===== config.mk =====
export PLATFORM = sky130hd
export DESIGN_NAME = rtri_queue
export DESIGN_NICKNAME = d
export VERILOG_FILES = /design/src/rtl/rtri_pkg.sv /design/src/rtl/rtri_queue.sv
export SDC_FILE = /design/constraint.sdc
export NUM_CORES = 1
export LEC_CHECK = 0
export ABC_AREA = 1
export BUFFER_PORTS_ARGS = -buffer_cell sky130_fd_sc_hd__buf_4
export CAP_MARGIN = 20
export CORE_MARGIN = 3
export CORE_UTILIZATION = 35
export DETAILED_ROUTE_END_ITERATION = 7
export MAX_ROUTING_LAYER = met4
export PLACE_DENSITY = 0.63
export SYNTH_ARGS = -nofsm -noshare
export SYNTH_HDL_FRONTEND = slang
export SYNTH_SLANG_ARGS = --single-unit

===== constraint.sdc =====
create_clock -name clk -period 14.7 [get_ports clk]
set_clock_uncertainty 0.05 [all_clocks]
set_input_delay 1.47 -clock clk [delete_from_list [all_inputs] [get_ports clk]]
set_output_delay 1.47 -clock clk [all_outputs]
set_load 0.02 [all_outputs]

===== src/rtl/rtri_pkg.sv =====
// shared types and constants for the triangle rasterizer
package rtri_pkg;

  localparam int CRD_W   = 16;
  localparam int ZW      = 24;
  localparam int COLOR_W = 24;
  localparam int LIGHT_W = 9;
  localparam int CNT_W   = 21;
  localparam int DBL_W   = 17;
  localparam int DIF_W   = 18;
  localparam int AREA_W  = 36;
  localparam int HALF_W  = 18;
  localparam int PIX_W   = 12;
  localparam int ADDR_W  = 24;
  localparam int CLIP_W  = 10;

  localparam logic [ZW-1:0]     DEPTH_MIN = 24'h800000;
  localparam logic [CLIP_W-1:0] CLIP_MAX  = 10'd1023;

  typedef enum logic [1:0] {
    CMD_DRAW  = 2'd0,
    CMD_CLEAR = 2'd1,
    CMD_READ  = 2'd2,
    CMD_NOP   = 2'd3
  } cmd_t;

  typedef enum logic [1:0] {
    REG_CLIP_LEFT   = 2'd0,
    REG_CLIP_TOP    = 2'd1,
    REG_CLIP_RIGHT  = 2'd2,
    REG_CLIP_BOTTOM = 2'd3
  } reg_idx_t;

  typedef struct packed {
    logic [CLIP_W-1:0] left;
    logic [CLIP_W-1:0] top;
    logic [CLIP_W-1:0] right;
    logic [CLIP_W-1:0] bottom;
  } clip_t;

  typedef struct packed {
    cmd_t                     cmd;
    logic                     degen;
    logic                     empty;
    logic                     neg;
    logic                     rd_ok;
    logic signed [DBL_W-1:0]  ax;
    logic signed [DBL_W-1:0]  ay;
    logic signed [DBL_W-1:0]  bx;
    logic signed [DBL_W-1:0]  by;
    logic signed [DBL_W-1:0]  cx;
    logic signed [DBL_W-1:0]  cy;
    logic signed [ZW-1:0]     az;
    logic signed [ZW-1:0]     bz;
    logic signed [ZW-1:0]     cz;
    logic [COLOR_W-1:0]       rgb;
    logic [AREA_W-1:0]        area;
    logic [PIX_W-1:0]         left;
    logic [PIX_W-1:0]         right;
    logic [PIX_W-1:0]         top;
    logic [PIX_W-1:0]         bottom;
    logic [ADDR_W-1:0]        addr;
  } job_t;

endpackage


===== src/rtl/rtri_queue.sv =====
// two-entry job queue between front and back end
module rtri_queue
  import rtri_pkg::*;
(
  input  logic clk,
  input  logic rst,
  input  logic push,
  input  job_t push_job,
  output logic full,
  input  logic pop,
  output job_t pop_job,
  output logic empty
);
  job_t       slots [2];
  logic       wr_ptr, rd_ptr;
  logic [1:0] count;

  assign full    = (count == 2'd2);
  assign empty   = (count == 2'd0);
  assign pop_job = slots[rd_ptr];

  always_ff @(posedge clk) begin
    if (rst) begin
      wr_ptr <= 1'b0;
      rd_ptr <= 1'b0;
      count  <= 2'd0;
    end else begin
      if (push) begin
        wr_ptr <= !wr_ptr;
      end
      if (pop) begin
        rd_ptr <= !rd_ptr;
      end
      if (push && !pop) begin
        count <= count + 2'd1;
      end else if (pop && !push) begin
        count <= count - 2'd1;
      end
    end
  end

  always_ff @(posedge clk) begin
    if (push) begin
      slots[wr_ptr] <= push_job;
    end
  end
endmodule


Word level (Yosys, flattened, before mapping)

Memory sizes are Yosys's and may differ from the RTL's. A register that Yosys moved wholly into a read port is not among the register bits.
Cells that the tools add are included.

Bits in read-only memories: 0
Input bits: 316
Logic and storage cells: 21
Memories kept: 1
Output and inout bits: 314
Bits in latches: 0
Bits in registers: 4
RAM bits: 624

Memories:

| memory | words | bits a word | read ports | clocked after memory_dff | write ports | RTL line         | source |
|---|---|---|---|---|---|---|---|
| slots  | 2     | 312         | 1          | 1                        | 1           | rtri_queue.sv:14 | `job_t slots [2];` |

Reduce and logical (&&, ||, !) cells: 8
Bitwise operators: 0
Equal/unequal tests: 1
Shift-type cells: 0
Divide/modulo/power cells: 0
Add/subtract/negate cells: 2
Multiply operators: 0
Muxes and demuxes: 6
$lt $le $gt $ge: 0

Operators by type and width:

| kind                  | count |
|---|---|
| $logic_not A1 Y1      | 4 |
| $mux W1               | 4 |
| $mux W2               | 2 |
| $add A2 B1 Y2 const B | 1 |
| $eq A2 B2 Y1 const B  | 1 |
| $logic_and A1 B1 Y1   | 2 |
| $logic_not A2 Y1      | 1 |
| $reduce_bool A2 Y1    | 1 |
| $sub A2 B1 Y2 const B | 1 |

Logic depth before layout (Yosys ltp)

Depth in word-level cells: 4
Depth in mapped cells: 8
Gate-level depth less buffers: 8

Worst setup path before layout

No wires, ideal clock.

Path type: in2reg
Start: in push
End: mem slots[0][0] in the netlist's numbering (enable)
Buffers on the path: 0
Data required time: 13.649 ns
Slack: -0.890 ns
Stages on the path: 2
Arrival: 14.540 ns
Cell sequence: inv_1 -> nor2_1

Word-level cells in the longest chain between the ends: 2

Ends and longest elaborated chain:

| element                       | RTL line         | source |
|---|---|---|
| start: declaration            | rtri_queue.sv:7  | `input logic push,` |
| $mux W1                       | rtri_queue.sv:43 | `if (push) begin` |
| $mux W1 (not written as such) | rtri_queue.sv:44 | `slots[wr_ptr] <= push_job;` |
| end: declaration              | rtri_queue.sv:14 |  |

No other way between the ends.

==> impl_metrics.py <==
metrics = {
    "yosys": {
        "syn-num-nets": 1321,
        "yosys.area.top_type": "edfxtp_1",
        "synth-seq-cells": 629,
        "synth_top_area_share_pct": 77.8,
        "ys_seq_area_share_pct": 78.2,
        "ys_warn_count": 0,
        "synth.distinct_cells": 17,
        "synth.avg_cell_area_sq_um": 24.0,
        "syn_area_sq_mm": 0.0241,
        "postSynthCellCount": 1004,
        "synthTopCellsByArea": "edfxtp_1, mux2_4, buf_12",
    },
    "floorplan": {
        "num_rows": 95,
        "die-area_sq_mm": 0.0720,
        "die_w_um": 268,
        "initial_utilization_pct": 35.6,
        "die_h_um": 268,
        "core_area_sq_mm": 0.0676,
        "io_pins": 630,
    },
    "cts": {
        "cts_buffers": 66,
        "clockRootBuffer": "clkbuf_16",
        "clock_latency_ps": 580,
        "cts_resized": 0,
        "cts_setup_buffers": 0,
        "clk_pin_slew_ps": 60,
        "clock-sinks": 629,
        "hold_buffers": 0,
        "cts_tree": "yes",
        "cts_buffer_depth": 3,
        "cts.htree.levels": 3,
    },
    "placed_design": {
        "gp_congestion": 0.792,
        "numPortBuffers": 629,
        "place_hpwl_mm": 37.5,
    },
    "critical_path": {
        "endpoint_kind": "output pin",
        "required_ps": 13180,
        "timing.reg2reg.setup_slack_ps": 11490,
        "critPathKind": "reg2out",
        "arrival_ps": 3840,
        "rr_worst_depth": 3,
        "critPathLaunchType": "register",
        "cp_max_fo": 55,
    },
    "power": {
        "p_sw_mw": 0.988,
        "cellPowerDensity_mw_per_mm2": 137,
        "p_sw_share_pct": 22.9,
        "seqPwrFrac_pct": 48.9,
        "p_clk_share_pct": 37.0,
        "combPwrFrac_pct": 14.1,
        "peakVddDrop_mv": 0.103,
        "p_int_mw": 3.33,
        "p_leak_nw": 12.3,
    },
    "routing": {
        "num_vias": 11700,
        "vias_per_cell": 4.51,
        "avgRoutedWirePerCell_um": 20.8,
        "wirelength_mm": 54.2,
        "drc": 0,
        "drt-initial-drc-count": 750,
        "drt_pass1_iterations": 6,
        "ant_nets": 0,
    },
    "timing": {
        "slew_viol_final": 0,
        "finalHoldViolations": 0,
        "fmax_mhz": 187,
        "hold_ws_ps": 473,
        "setup_viol": 0,
        "worst_pin_slew_ps": 1250,
        "fin_tns_setup_ps": 0,
        "max_slew_margin_pct": 16.4,
        "period_share_pct": 36.4,
        "timing.final.crit_period_ps": 5360,
        "grt_setup_unrepaired": "false",
    },
    "min_path": {
        "min_delay_path_depth": 2,
        "min-delay-path-class": "reg2reg",
    },
    "outcome": {
        "outcome": "complete, no violations",
    },
    "cells_and_area": {
        "area.growth.synth_to_final_pct": 31.0,
        "drive_gt1_share_pct": 60.4,
        "n_fill_cell": 5707,
        "nNetsFinal": 1992,
    },
    "global_routing": {
        "grt-ovfl-total": 0,
        "grt_start_max_net_pins": 162,
        "grt_pass1_vias": 12400,
        "grt_pass1_wl_mm": 76.7,
        "grt_use_total_pct": 14.8,
        "antenna_found_initial": 7,
    },
    "run": {
        "maxCapViolations": 0,
    },
}
cell families after synthesis:
kind of cell	Yosys count	synth area share, %
buffers and inverters	44	2.50
and+or+nand+nor	15	0.254
DFF	629	78.2
xor gates and xnor gates	1	0.0364
AOI/OAI and AO/OA	2	0.0415
muxes	312	18.9
adders and majority gates	1	0.0519
power by group through the flow:
stage               registers [mW]  clock network, mW  logic (mW)
floorplan                     2.16                  0       0.382
global placement              2.15                  0       0.614
detailed placement            2.15                  0       0.619
CTS                           2.11               1.65       0.621
global route                  2.12               1.72       0.646
finish                        2.11               1.60       0.611
stage by stage:
stage / cell area (sq um) / instances / power [mW] / utilization, % / setup slack (ps)
after floorplan: 24100 / 1004 / 2.54 / - / 4570
after global placement: 29500 / 2480 / 2.76 / 43.6 / 10000
after detailed placement: 29500 / 2480 / 2.77 / 43.6 / 9920
after CTS: 31500 / 2593 / 4.38 / 46.6 / 9260
after global routing: 31600 / 2600 / 4.49 / 46.7 / 9130
final: 31600 / 2601 / 4.32 / 46.7 / 9340
per-layer routing:
layer | GRT usage, % | wire [um]
met5 | - | 0
met4 | 6.58 | 2100
met3 | 6.24 | 5490
met2 | 24.6 | 27800
met1 | 15.4 | 18800
path summary, 6_finish.rpt:
path | from | to
hold reg to reg | rd_ptr | register
setup reg to reg | wr_ptr | slots[0][134]
setup / recovery | register | pop_job[75]
hold / removal | rd_ptr | register
cell usage in the layout, fill, tap and decap left out, types with 3 or more instances in the layout:
| cell type | count |
|---|---|
| buf_12 | 3 |
| buf_4 | 635 |
| bufinv_16 | 5 |
| clkbuf_1 | 14 |
| clkbuf_16 | 67 |
| clkbuf_8 | 4 |
| clkinv_1 | 13 |
| clkinv_2 | 5 |
| clkinv_8 | 4 |
| dfxtp_1 | 4 |
| diode_2 | 8 |
| edfxtp_1 | 624 |
| inv_1 | 8 |
| mux2_2 | 32 |
| mux2_4 | 280 |
| nand2_1 | 5 |
| nor2_1 | 6 |
cells in the mapped netlist:
cell type / count
buf_2: 3
mux2_4: 280
edfxtp_1: 624
nand4_1: 1
ha_1: 1
nand2_1: 5
nand3_1: 1
nor3_1: 1
buf_6: 10
inv_1: 9
a21oi_1: 1
buf_12: 22
nor2_1: 7
o21ai_0: 1
xnor2_1: 1
dfxtp_1: 5
mux2_2: 32
state kept, by name, summed over array words and instances (netlist names), named ones only:
signal  flops
slots     624
count       2
rd_ptr      1
wr_ptr      1
worst max-delay path, stage by stage, from the launching register on:
cell and delay, ps:
dfxtp_4 820, buf_4 910, buf_4 880, mux2_4 360
buf_4 160
final cells by class:
| cell class | count | area, sq um | area share (%) |
|---|---|---|---|
| Clock inverter | 28 | 298 | 0.943 |
| Inverter | 9 | 41.3 | 0.131 |
| Timing Repair Buffer | 638 | 4830 | 15.3 |
| Sequential cell | 629 | 18800 | 59.7 |
| Multi-Input combinational cell | 331 | 4660 | 14.8 |
| Antenna cell | 8 | 20.0 | 0.0634 |
| Clock buffer | 85 | 1780 | 5.65 |
| Tap cell | 873 | 1090 | 3.46 |
Power figures use the tool's default switching activity.
