[src/rtl/rtri_pkg.sv]
// shared types and constants for the triangle rasterizer
package rtri_pkg;

  localparam int CRD_W   = 16;
  localparam int ZW      = 24;
  localparam int COLOR_W = 24;
  localparam int LIGHT_W = 9;
  localparam int CNT_W   = 21;
  localparam int DBL_W   = 17;
  localparam int DIF_W   = 18;
  localparam int AREA_W  = 36;
  localparam int HALF_W  = 18;
  localparam int PIX_W   = 12;
  localparam int ADDR_W  = 24;
  localparam int CLIP_W  = 10;

  localparam logic [ZW-1:0]     DEPTH_MIN = 24'h800000;
  localparam logic [CLIP_W-1:0] CLIP_MAX  = 10'd1023;

  typedef enum logic [1:0] {
    CMD_DRAW  = 2'd0,
    CMD_CLEAR = 2'd1,
    CMD_READ  = 2'd2,
    CMD_NOP   = 2'd3
  } cmd_t;

  typedef enum logic [1:0] {
    REG_CLIP_LEFT   = 2'd0,
    REG_CLIP_TOP    = 2'd1,
    REG_CLIP_RIGHT  = 2'd2,
    REG_CLIP_BOTTOM = 2'd3
  } reg_idx_t;

  typedef struct packed {
    logic [CLIP_W-1:0] left;
    logic [CLIP_W-1:0] top;
    logic [CLIP_W-1:0] right;
    logic [CLIP_W-1:0] bottom;
  } clip_t;

  typedef struct packed {
    cmd_t                     cmd;
    logic                     degen;
    logic                     empty;
    logic                     neg;
    logic                     rd_ok;
    logic signed [DBL_W-1:0]  ax;
    logic signed [DBL_W-1:0]  ay;
    logic signed [DBL_W-1:0]  bx;
    logic signed [DBL_W-1:0]  by;
    logic signed [DBL_W-1:0]  cx;
    logic signed [DBL_W-1:0]  cy;
    logic signed [ZW-1:0]     az;
    logic signed [ZW-1:0]     bz;
    logic signed [ZW-1:0]     cz;
    logic [COLOR_W-1:0]       rgb;
    logic [AREA_W-1:0]        area;
    logic [PIX_W-1:0]         left;
    logic [PIX_W-1:0]         right;
    logic [PIX_W-1:0]         top;
    logic [PIX_W-1:0]         bottom;
    logic [ADDR_W-1:0]        addr;
  } job_t;

endpackage

[src/rtl/rtri_if.sv]
// request and result channel interfaces
interface rtri_req_if
  import rtri_pkg::*;
();
  logic                    valid;
  logic                    ready;
  logic [1:0]              command;
  logic signed [CRD_W-1:0] x0;
  logic signed [CRD_W-1:0] y0;
  logic signed [ZW-1:0]    z0;
  logic signed [CRD_W-1:0] x1;
  logic signed [CRD_W-1:0] y1;
  logic signed [ZW-1:0]    z1;
  logic signed [CRD_W-1:0] x2;
  logic signed [CRD_W-1:0] y2;
  logic signed [ZW-1:0]    z2;
  logic [COLOR_W-1:0]      color;
  logic [LIGHT_W-1:0]      light;

  modport source (output valid, command, x0, y0, z0, x1, y1, z1, x2, y2, z2, color, light,
                  input ready);
  modport sink (input valid, command, x0, y0, z0, x1, y1, z1, x2, y2, z2, color, light,
                output ready);
endinterface


[src/rtl/rtri_front.sv]
// front end: takes requests, computes area, scan box, lit color and read address
module rtri_front
  import rtri_pkg::*;
#(
  parameter int FB_WIDTH      = 1024,
  parameter int FB_HEIGHT     = 1024,
  parameter int SUBPIXEL_BITS = 4
) (
  input  logic   clk,
  input  logic   rst,
  rtri_req_if.sink req,
  input  clip_t  clip,
  input  logic   full,
  output logic   push,
  output job_t   push_job
);
  typedef enum logic [2:0] {
    F_IDLE = 3'b001,
    F_MUL  = 3'b010,
    F_PUSH = 3'b100
  } fstate_t;

  localparam int SA_W = 2 * DIF_W + 1;
  localparam int CP_W = 8 + LIGHT_W;
  localparam logic signed [DIF_W-1:0] CEIL_ADD = DIF_W'((1 << SUBPIXEL_BITS) - 1);
  localparam logic signed [DIF_W-1:0] X_MAX    = DIF_W'(FB_WIDTH - 1);
  localparam logic signed [DIF_W-1:0] Y_MAX    = DIF_W'(FB_HEIGHT - 1);

  fstate_t state;
  logic [1:0]              cmd;
  logic signed [CRD_W-1:0] x0, y0, x1, y1, x2, y2;
  logic signed [ZW-1:0]    z0, z1, z2;
  logic [COLOR_W-1:0]      color;
  logic [LIGHT_W-1:0]      light;
  logic signed [2*DIF_W-1:0] prod_a, prod_b;
  logic [CP_W-1:0]         ch_prod [3];
  logic                    rd_ok;
  logic [ADDR_W-1:0]       rd_addr;

  logic signed [DBL_W-1:0] ax, ay, bx, by, cx, cy;
  logic signed [DIF_W-1:0] dxb, dyb, dxc, dyc;
  logic signed [SA_W-1:0]  area_s, area_abs;
  logic signed [DIF_W-1:0] lo_x, hi_x, lo_y, hi_y, cl, ct, cr, cb;
  logic signed [DIF_W-1:0] l_x, r_x0, r_x, t_y, b_y0, b_y;
  logic [COLOR_W-1:0]      lit;

  function automatic logic signed [CRD_W-1:0] min3(input logic signed [CRD_W-1:0] a,
                                                   input logic signed [CRD_W-1:0] b,
                                                   input logic signed [CRD_W-1:0] c);
    logic signed [CRD_W-1:0] m;
    m = (a < b) ? a : b;
    return (m < c) ? m : c;
  endfunction

  function automatic logic signed [CRD_W-1:0] max3(input logic signed [CRD_W-1:0] a,
                                                   input logic signed [CRD_W-1:0] b,
                                                   input logic signed [CRD_W-1:0] c);
    logic signed [CRD_W-1:0] m;
    m = (a > b) ? a : b;
    return (m > c) ? m : c;
  endfunction

  function automatic logic [7:0] sat(input logic [CP_W-1:0] p);
    logic [CP_W:0] s;
    s = {1'b0, p} + (CP_W+1)'(128);
    return (s[CP_W:8] > (CP_W-7)'(255)) ? 8'hFF : s[15:8];
  endfunction

  assign req.ready = (state == F_IDLE);
  assign push      = (state == F_PUSH) && !full;

  assign ax = $signed({x0, 1'b0});
  assign ay = $signed({y0, 1'b0});
  assign bx = $signed({x1, 1'b0});
  assign by = $signed({y1, 1'b0});
  assign cx = $signed({x2, 1'b0});
  assign cy = $signed({y2, 1'b0});
  assign dxb = DIF_W'(bx) - DIF_W'(ax);
  assign dyb = DIF_W'(by) - DIF_W'(ay);
  assign dxc = DIF_W'(cx) - DIF_W'(ax);
  assign dyc = DIF_W'(cy) - DIF_W'(ay);

  assign area_s   = SA_W'(prod_a) - SA_W'(prod_b);
  assign area_abs = area_s[SA_W-1] ? -area_s : area_s;

  assign lo_x = DIF_W'(min3(x0, x1, x2)) >>> SUBPIXEL_BITS;
  assign hi_x = (DIF_W'(max3(x0, x1, x2)) + CEIL_ADD) >>> SUBPIXEL_BITS;
  assign lo_y = DIF_W'(min3(y0, y1, y2)) >>> SUBPIXEL_BITS;
  assign hi_y = (DIF_W'(max3(y0, y1, y2)) + CEIL_ADD) >>> SUBPIXEL_BITS;
  assign cl = $signed(DIF_W'(clip.left));
  assign ct = $signed(DIF_W'(clip.top));
  assign cr = $signed(DIF_W'(clip.right));
  assign cb = $signed(DIF_W'(clip.bottom));
  assign l_x  = (lo_x > cl) ? lo_x : cl;
  assign t_y  = (lo_y > ct) ? lo_y : ct;
  assign r_x0 = (hi_x < cr) ? hi_x : cr;
  assign r_x  = (r_x0 < X_MAX) ? r_x0 : X_MAX;
  assign b_y0 = (hi_y < cb) ? hi_y : cb;
  assign b_y  = (b_y0 < Y_MAX) ? b_y0 : Y_MAX;

  assign lit = {sat(ch_prod[2]), sat(ch_prod[1]), sat(ch_prod[0])};

  always_comb begin
    push_job        = '0;
    push_job.cmd    = cmd_t'(cmd);
    push_job.degen  = (area_s == '0);
    push_job.empty  = (l_x > r_x) || (t_y > b_y);
    push_job.neg    = area_s[SA_W-1];
    push_job.rd_ok  = rd_ok;
    push_job.ax     = ax;
    push_job.ay     = ay;
    push_job.bx     = bx;
    push_job.by     = by;
    push_job.cx     = cx;
    push_job.cy     = cy;
    push_job.az     = z0;
    push_job.bz     = z1;
    push_job.cz     = z2;
    push_job.rgb    = (cmd_t'(cmd) == CMD_CLEAR) ? color : lit;
    push_job.area   = area_abs[AREA_W-1:0];
    push_job.left   = l_x[PIX_W-1:0];
    push_job.right  = r_x[PIX_W-1:0];
    push_job.top    = t_y[PIX_W-1:0];
    push_job.bottom = b_y[PIX_W-1:0];
    push_job.addr   = rd_addr;
  end

  always_ff @(posedge clk) begin
    if (rst) begin
      state <= F_IDLE;
    end else begin
      case (state)
        F_IDLE: if (req.valid) begin
          state <= F_MUL;
        end
        F_MUL: state <= F_PUSH;
        F_PUSH: if (!full) begin
          state <= F_IDLE;
        end
        default: state <= F_IDLE;
      endcase
    end
  end

  always_ff @(posedge clk) begin
    if (state == F_IDLE && req.valid) begin
      cmd   <= req.command;
      x0    <= req.x0;
      y0    <= req.y0;
      z0    <= req.z0;
      x1    <= req.x1;
      y1    <= req.y1;
      z1    <= req.z1;
      x2    <= req.x2;
      y2    <= req.y2;
      z2    <= req.z2;
      color <= req.color;
      light <= req.light;
    end
    if (state == F_MUL) begin
      prod_a     <= dxc * dyb;
      prod_b     <= dyc * dxb;
      ch_prod[0] <= CP_W'(color[7:0]) * CP_W'(light);
      ch_prod[1] <= CP_W'(color[15:8]) * CP_W'(light);
      ch_prod[2] <= CP_W'(color[23:16]) * CP_W'(light);
      rd_ok      <= (x0 >= 16'sd0) && (x0 < $signed(CRD_W'(FB_WIDTH))) &&
                    (y0 >= 16'sd0) && (y0 < $signed(CRD_W'(FB_HEIGHT)));
      rd_addr    <= ADDR_W'(y0[PIX_W-1:0]) * ADDR_W'(FB_WIDTH) + ADDR_W'(x0[PIX_W-1:0]);
    end
  end
endmodule

[src/flat_wrapper.sv]
// flat-port wrapper written by rule: the top's interface ports become plain ports
module rtri_front_flat import rtri_pkg::*;
#(
  parameter int FB_WIDTH      = 1024,
  parameter int FB_HEIGHT     = 1024,
  parameter int SUBPIXEL_BITS = 4
)
  (clk, rst, clip, full, push, push_job, req_valid, req_command, req_x0, req_y0, req_z0, req_x1, req_y1, req_z1, req_x2, req_y2, req_z2, req_color, req_light, req_ready);
  rtri_req_if req_i ();
  input  logic clk;
  input  logic rst;
  input  clip_t clip;
  input  logic full;
  output logic push;
  output job_t push_job;
  input wire logic [$bits(req_i.valid)-1:0] req_valid;
  input wire logic [$bits(req_i.command)-1:0] req_command;
  input wire logic [$bits(req_i.x0)-1:0] req_x0;
  input wire logic [$bits(req_i.y0)-1:0] req_y0;
  input wire logic [$bits(req_i.z0)-1:0] req_z0;
  input wire logic [$bits(req_i.x1)-1:0] req_x1;
  input wire logic [$bits(req_i.y1)-1:0] req_y1;
  input wire logic [$bits(req_i.z1)-1:0] req_z1;
  input wire logic [$bits(req_i.x2)-1:0] req_x2;
  input wire logic [$bits(req_i.y2)-1:0] req_y2;
  input wire logic [$bits(req_i.z2)-1:0] req_z2;
  input wire logic [$bits(req_i.color)-1:0] req_color;
  input wire logic [$bits(req_i.light)-1:0] req_light;
  output wire logic [$bits(req_i.ready)-1:0] req_ready;
  assign req_i.valid = req_valid;
  assign req_i.command = req_command;
  assign req_i.x0 = req_x0;
  assign req_i.y0 = req_y0;
  assign req_i.z0 = req_z0;
  assign req_i.x1 = req_x1;
  assign req_i.y1 = req_y1;
  assign req_i.z1 = req_z1;
  assign req_i.x2 = req_x2;
  assign req_i.y2 = req_y2;
  assign req_i.z2 = req_z2;
  assign req_i.color = req_color;
  assign req_i.light = req_light;
  assign req_ready = req_i.ready;
  rtri_front #(.FB_WIDTH(FB_WIDTH), .FB_HEIGHT(FB_HEIGHT), .SUBPIXEL_BITS(SUBPIXEL_BITS)) u_core (.clk(clk), .rst(rst), .req(req_i), .clip(clip), .full(full), .push(push), .push_job(push_job));
endmodule
[config.mk]
export PLATFORM = sky130hd
export DESIGN_NAME = rtri_front_flat
export DESIGN_NICKNAME = d
export VERILOG_FILES = /design/src/rtl/rtri_pkg.sv /design/src/rtl/rtri_if.sv /design/src/rtl/rtri_front.sv /design/src/flat_wrapper.sv
export SDC_FILE = /design/constraint.sdc
export NUM_CORES = 2
export LEC_CHECK = 0
export ABC_AREA = 1
export BUFFER_PORTS_ARGS = -buffer_cell sky130_fd_sc_hd__buf_4
export CAP_MARGIN = 20
export CORE_MARGIN = 1.5
export CORE_UTILIZATION = 30
export CTS_BUF_LIST = sky130_fd_sc_hd__clkbuf_8
export DETAILED_ROUTE_END_ITERATION = 6
export PLACE_DENSITY_LB_ADDON = 0.05
export RECOVER_POWER = 100
export SLEW_MARGIN = 20
export SYNTH_ARGS = -nofsm -noshare
export SYNTH_HDL_FRONTEND = slang
export SYNTH_SLANG_ARGS = --single-unit
[constraint.sdc]
create_clock -name clk -period 12.5 [get_ports clk]
set_clock_uncertainty 0.15 [all_clocks]
set_input_delay 1.875 -clock clk [delete_from_list [all_inputs] [get_ports clk]]
set_output_delay 1.875 -clock clk [all_outputs]
set_load 0.005 [all_outputs]
# Word-level counts from Yosys, hierarchy flattened

Memories as Yosys holds them, arrays and structs flattened.
Index checks and enable logic that the tools add are counted.

Add/subtract/negate cells: 12
Multipliers: 5
$lt $le $gt $ge: 23
Equality and inequality tests: 6
Multiplexer cells: 24
Reductions and logical operators: 9

Operator list:

| kind                    | number |
|---|---|
| $mux W16                | 8 |
| $mux W18                | 6 |
| $mul A18 B18 Y36        | 2 |
| $sub A17 B17 Y18        | 4 |
| $gt A16 B16 Y1          | 4 |
| $lt A16 B16 Y1          | 4 |
| $add A17 B8 Y18 const B | 3 |
| $mul A8 B9 Y17          | 3 |
| $logic_not A37 Y1       | 1 |
| $sub A36 B36 Y37        | 1 |
| $gt A18 B18 Y1          | 2 |
| $lt A18 B11 Y1 const B  | 2 |
| $mux W36                | 1 |
| $neg A36 Y36            | 1 |
| $add A16 B5 Y17 const B | 2 |
| $ge A16 B1 Y1 const B   | 2 |
| $lt A16 B12 Y1 const B  | 2 |
| $gt A10 B8 Y1 const B   | 3 |
| $lt A13 B11 Y1          | 2 |
| $gt A12 B11 Y1          | 2 |
| $mux W24                | 1 |
| $mux W8                 | 3 |
| $add A22 B12 Y23        | 1 |
| $pmux W3 S3             | 1 |
| other kinds (11)        | 18 |

Register bits: 303
RAM bits: 51
Input port bits: 247
Output and inout port bits: 314
Word-level logic and storage cells: 97
Memories kept: 1

Memory list:

| name           | words | bits a word | read ports | clocked after memory_dff | write ports | RTL line         | text |
|---|---|---|---|---|---|---|---|
| u_core.ch_prod | 3     | 17          | 3          | 0                        | 3           | rtri_front.sv:36 | `logic [CP_W-1:0] ch_prod [3];` |

# Longest topological paths before layout

Depth after elaboration: 11
Gate-level depth with buffers: 67
Gate-level depth less buffers: 66

# Worst setup path after synthesis

No wires, ideal clock.

Path type: input to register
From: in req_valid
To: reg u_core.cmd[0] (enable)
Library setup time: 0.770 ns
Arrival time: 10.274 ns
Data required time: 11.580 ns
Setup slack: 1.306 ns
Cell stages on the path: 2
Path buffers: 0
Cell sequence: inv_1 > nor2_1

Word-level cells in the longest chain between the ends: 1

Ends and longest elaborated chain:

| item                   | RTL line           | text |
|---|---|---|
| start: declaration     | flat_wrapper.sv:16 | `input wire logic [$bits(req_i.valid)-1:0] req_valid;` |
| $logic_and A1 B1 Y1    | rtri_front.sv:146  | `if (state == F_IDLE && req.valid) begin` |
| end signal: assignment | rtri_front.sv:147  | `cmd <= req.command;` |
| end: declaration       | rtri_front.sv:30   | `logic [1:0] cmd;` |

Every way passes these cells.
A chain may end at the register's enable or synchronous reset.

==> results.md <==
- Outcome: finished with violations
- Violated checks: max-capacitance violations, max-slew violations
- Crit Path Class: reg2out
- Final Setup Violations: 0
- Data arrival time of the critical path: ~9.5 ns
- Initial Utilization: 0.301
- Port Buffers: 549
- Vias: between 40000 and 50000
- DRC Markers: 0
- Wire per inst: approximately 20 um
- Reg clk slew, reported paths: 0.05 ns
- Post-Syn Area: 51600 um2
- Sequential share of the synthesized area: 0.190
- Cells after synthesis: between 6000 and 7000
- Yosys top cell by area: fa_1
- Largest net degree at the start of global routing: 55
- Grt ovf: 0
- Htree depth: 3
- Depth of the most critical reg-to-reg path: 42
- Tmin final: 11.55 ns
- Post-synth EDFFs: about 330
- Crit-path max FO: 18
- Vias/cell: between 4 and 5
- Hold Fails Final Rpt: 0
- Die Ht: 418 um
- DR iter-0 viols: between 2000 and 2500
- First-pass GRT wire length: roughly 270000 um
- Final wirelength: ~180000 um
- Critical-path top delay cell: ha_2
- Largest cells by area after synthesis: fa_1 (28%), edfxtp_1 (19%), ha_1 (14%), inv_1 (9.7%), nand2_1 (9.7%)
- Tot GR Track Use: 0.210
- Post-synth top flop: edfxtp_1
- CTS Sinks: about 330
- Hold path cells: 0
- TritonRoute pass-1 iters: 5
- CTS Hold Bufs: 0
- Critical path's largest stage delay: about 0.4 ns
- Max Slew Vio Count: 340
- Nets: between 8000 and 9000
- Die Width: approximately 420 um
- Fin Setup TNS: 0 ns
- Latest clock arrival within the worst-skew pair: about 0.84 ns
- Reg-to-reg slack, setup: 1.76 ns
- Fmax: ~87 MHz
- Worst setup SP type: flip-flop
- Warnings, synthesis: 0
- Most common cell after layout, fill and taps aside: inv_1
- Initial antenna violation count: 9
- CTS buffer count: between 70 and 80
- Tightest Pin Transition: 3.52 ns
- Yosys cell types: 65
- Vias in the first global route: 43696
- Routability cong.: ~0.9
- Layout cell share with drive strength beyond 1: 0.0999
- Synthesized area per cell: 8.39 um2
- Maxcap violations: 8
- Worst hold path class: reg2reg
- Async SR Flop Fraction: 0
- Slew margin rel.: -1.35
- Root Buffer: clkbuf_8
- Die ar.: 175000 um2
- Worst Path Required: around 10 ns
- Crit end category: primary output
- Synthesis-to-layout area growth: 15.5%
- CTS max path bufs: 3
- Most used cell along the critical path: nand2_1
- Yosys reg bits: about 330
- # rows: ~150
- I/O pin cnt: around 560
- RSZ-0062 raised after global routing: false
- HPWL Detailed: 154000 um
- Highest-count cells in the layout ignoring fill and taps: inv_1 (1355), nand2_1 (1329), fa_1 (720)
- Area of the core: ~170000 um2
- Yosys top cell area share: 0.279
- TritonCTS clock tree: yes
- Fill cells: ~18000
- Tcrit/Tclk final: 0.924
- Post-DRT Antenna Nets: 0
## logic make-up (layout without fill, tap and decap cells)
| group | count (synthesis) | count (layout) | share of synthesized area |
|---|---|---|---|
| compound gates | 581 | 581 | 0.0638 |
| xor+xnor | 223 | 223 | 0.0380 |
| fa+ha+maj | 1297 | 1297 | 0.419 |
| buf+inv | 1515 | 2132 | 0.113 |
| flops | 328 | 328 | 0.190 |
| mux | 1 | 1 | 0.000218 |
| other cells | 1 | 17 | 0.0000727 |
| simple gates | 2206 | 2209 | 0.176 |
## sequential cells by signal (all words and copies together) (netlist names), 23 cells and up
signal,cells
u_core.ch_prod,30
u_core.z0,24
u_core.z1,24
u_core.rd_addr,23
u_core.prod_a,34
u_core.prod_b,34
u_core.color,24
u_core.z2,24
## through the flow
| stage | std cells | setup slack [ns] | utilization | area, um2 | hold slack (ns) |
|---|---|---|---|---|---|
| 2_1_floorplan | 6166 | 1.31 | - | 51700 | 0.351 |
| 3_3_place_gp | 8874 | 1.17 | 0.342 | 58500 | 0.365 |
| 3_5_place_dp | 8874 | 1.01 | 0.342 | 58500 | 0.388 |
| 4_1_cts | 9009 | 0.0437 | 0.351 | 60000 | 0.404 |
| 5_1_grt | 9020 | 0.0126 | 0.348 | 59600 | 0.424 |
| 6_report | 9021 | 0.951 | 0.348 | 59600 | 0.387 |
## cell usage after synthesis, types with 29 or more instances
cell	count
a21oi_1	248
a31oi_1	29
clkbuf_1	96
edfxtp_1	325
fa_1	720
ha_1	577
inv_1	1335
nand2_1	1329
nand3_1	180
nand4_1	54
nor2_1	505
nor3_1	37
o21ai_0	142
o21ai_1	41
xnor2_1	73
xor2_1	149
## worst max-delay path: cells and delay by family, from the launching register on
kind / cells / cell delay, ns
adder cells (fa/ha/maj): 6 / 2.09
buffers and inverters: 6 / 1.08
AND/OR/NAND/NOR: 31 / 3.07
flip-flops: 1 / 0.31
AO/OA/AOI/OAI: 14 / 2.15
## layer usage
layer	share of wire	global-route usage	vias to the layer above
met4	0.024	0.0520	16
met2	0.48	0.358	858
met3	0.043	0.0329	167
met5	0.00055	0	-
met1	0.45	0.276	20188
li1	-	-	20171
## final timing paths
path	startpoint	to
max	u_core.y0[5]$_DFFE_PP_	push_job[308]
min	u_core.x0[6]$_DFFE_PP_	u_core.rd_addr[6]$_DFFE_PP_
max reg2reg	u_core.y0[1]$_DFFE_PP_	u_core.prod_b[33]$_DFFE_PP_
min reg2reg	u_core.x0[6]$_DFFE_PP_	u_core.rd_addr[6]$_DFFE_PP_
## cell type report
cell class / instances / area, um2 / share of cell area
multi-input cells: 4326 / 36200 / 0.607
flip-flops and latches: 328 / 9820 / 0.165
inverters: 1367 / 5140 / 0.0862
repair buffers: 630 / 4170 / 0.0699
well taps: 2233 / 2790 / 0.0469
clock buffers: 74 / 1020 / 0.0171
clock inverters: 61 / 482 / 0.00808
diodes: 2 / 5.00 / 0.0000840
## timing repair
item	in CTS	in global routing
setup buffers	0	7
resized for setup	0	24
endpoints found under the setup margin	0	1
Power is not shown: default switching activity piles up to over one toggle a cycle in this logic, so the estimate is an artifact.
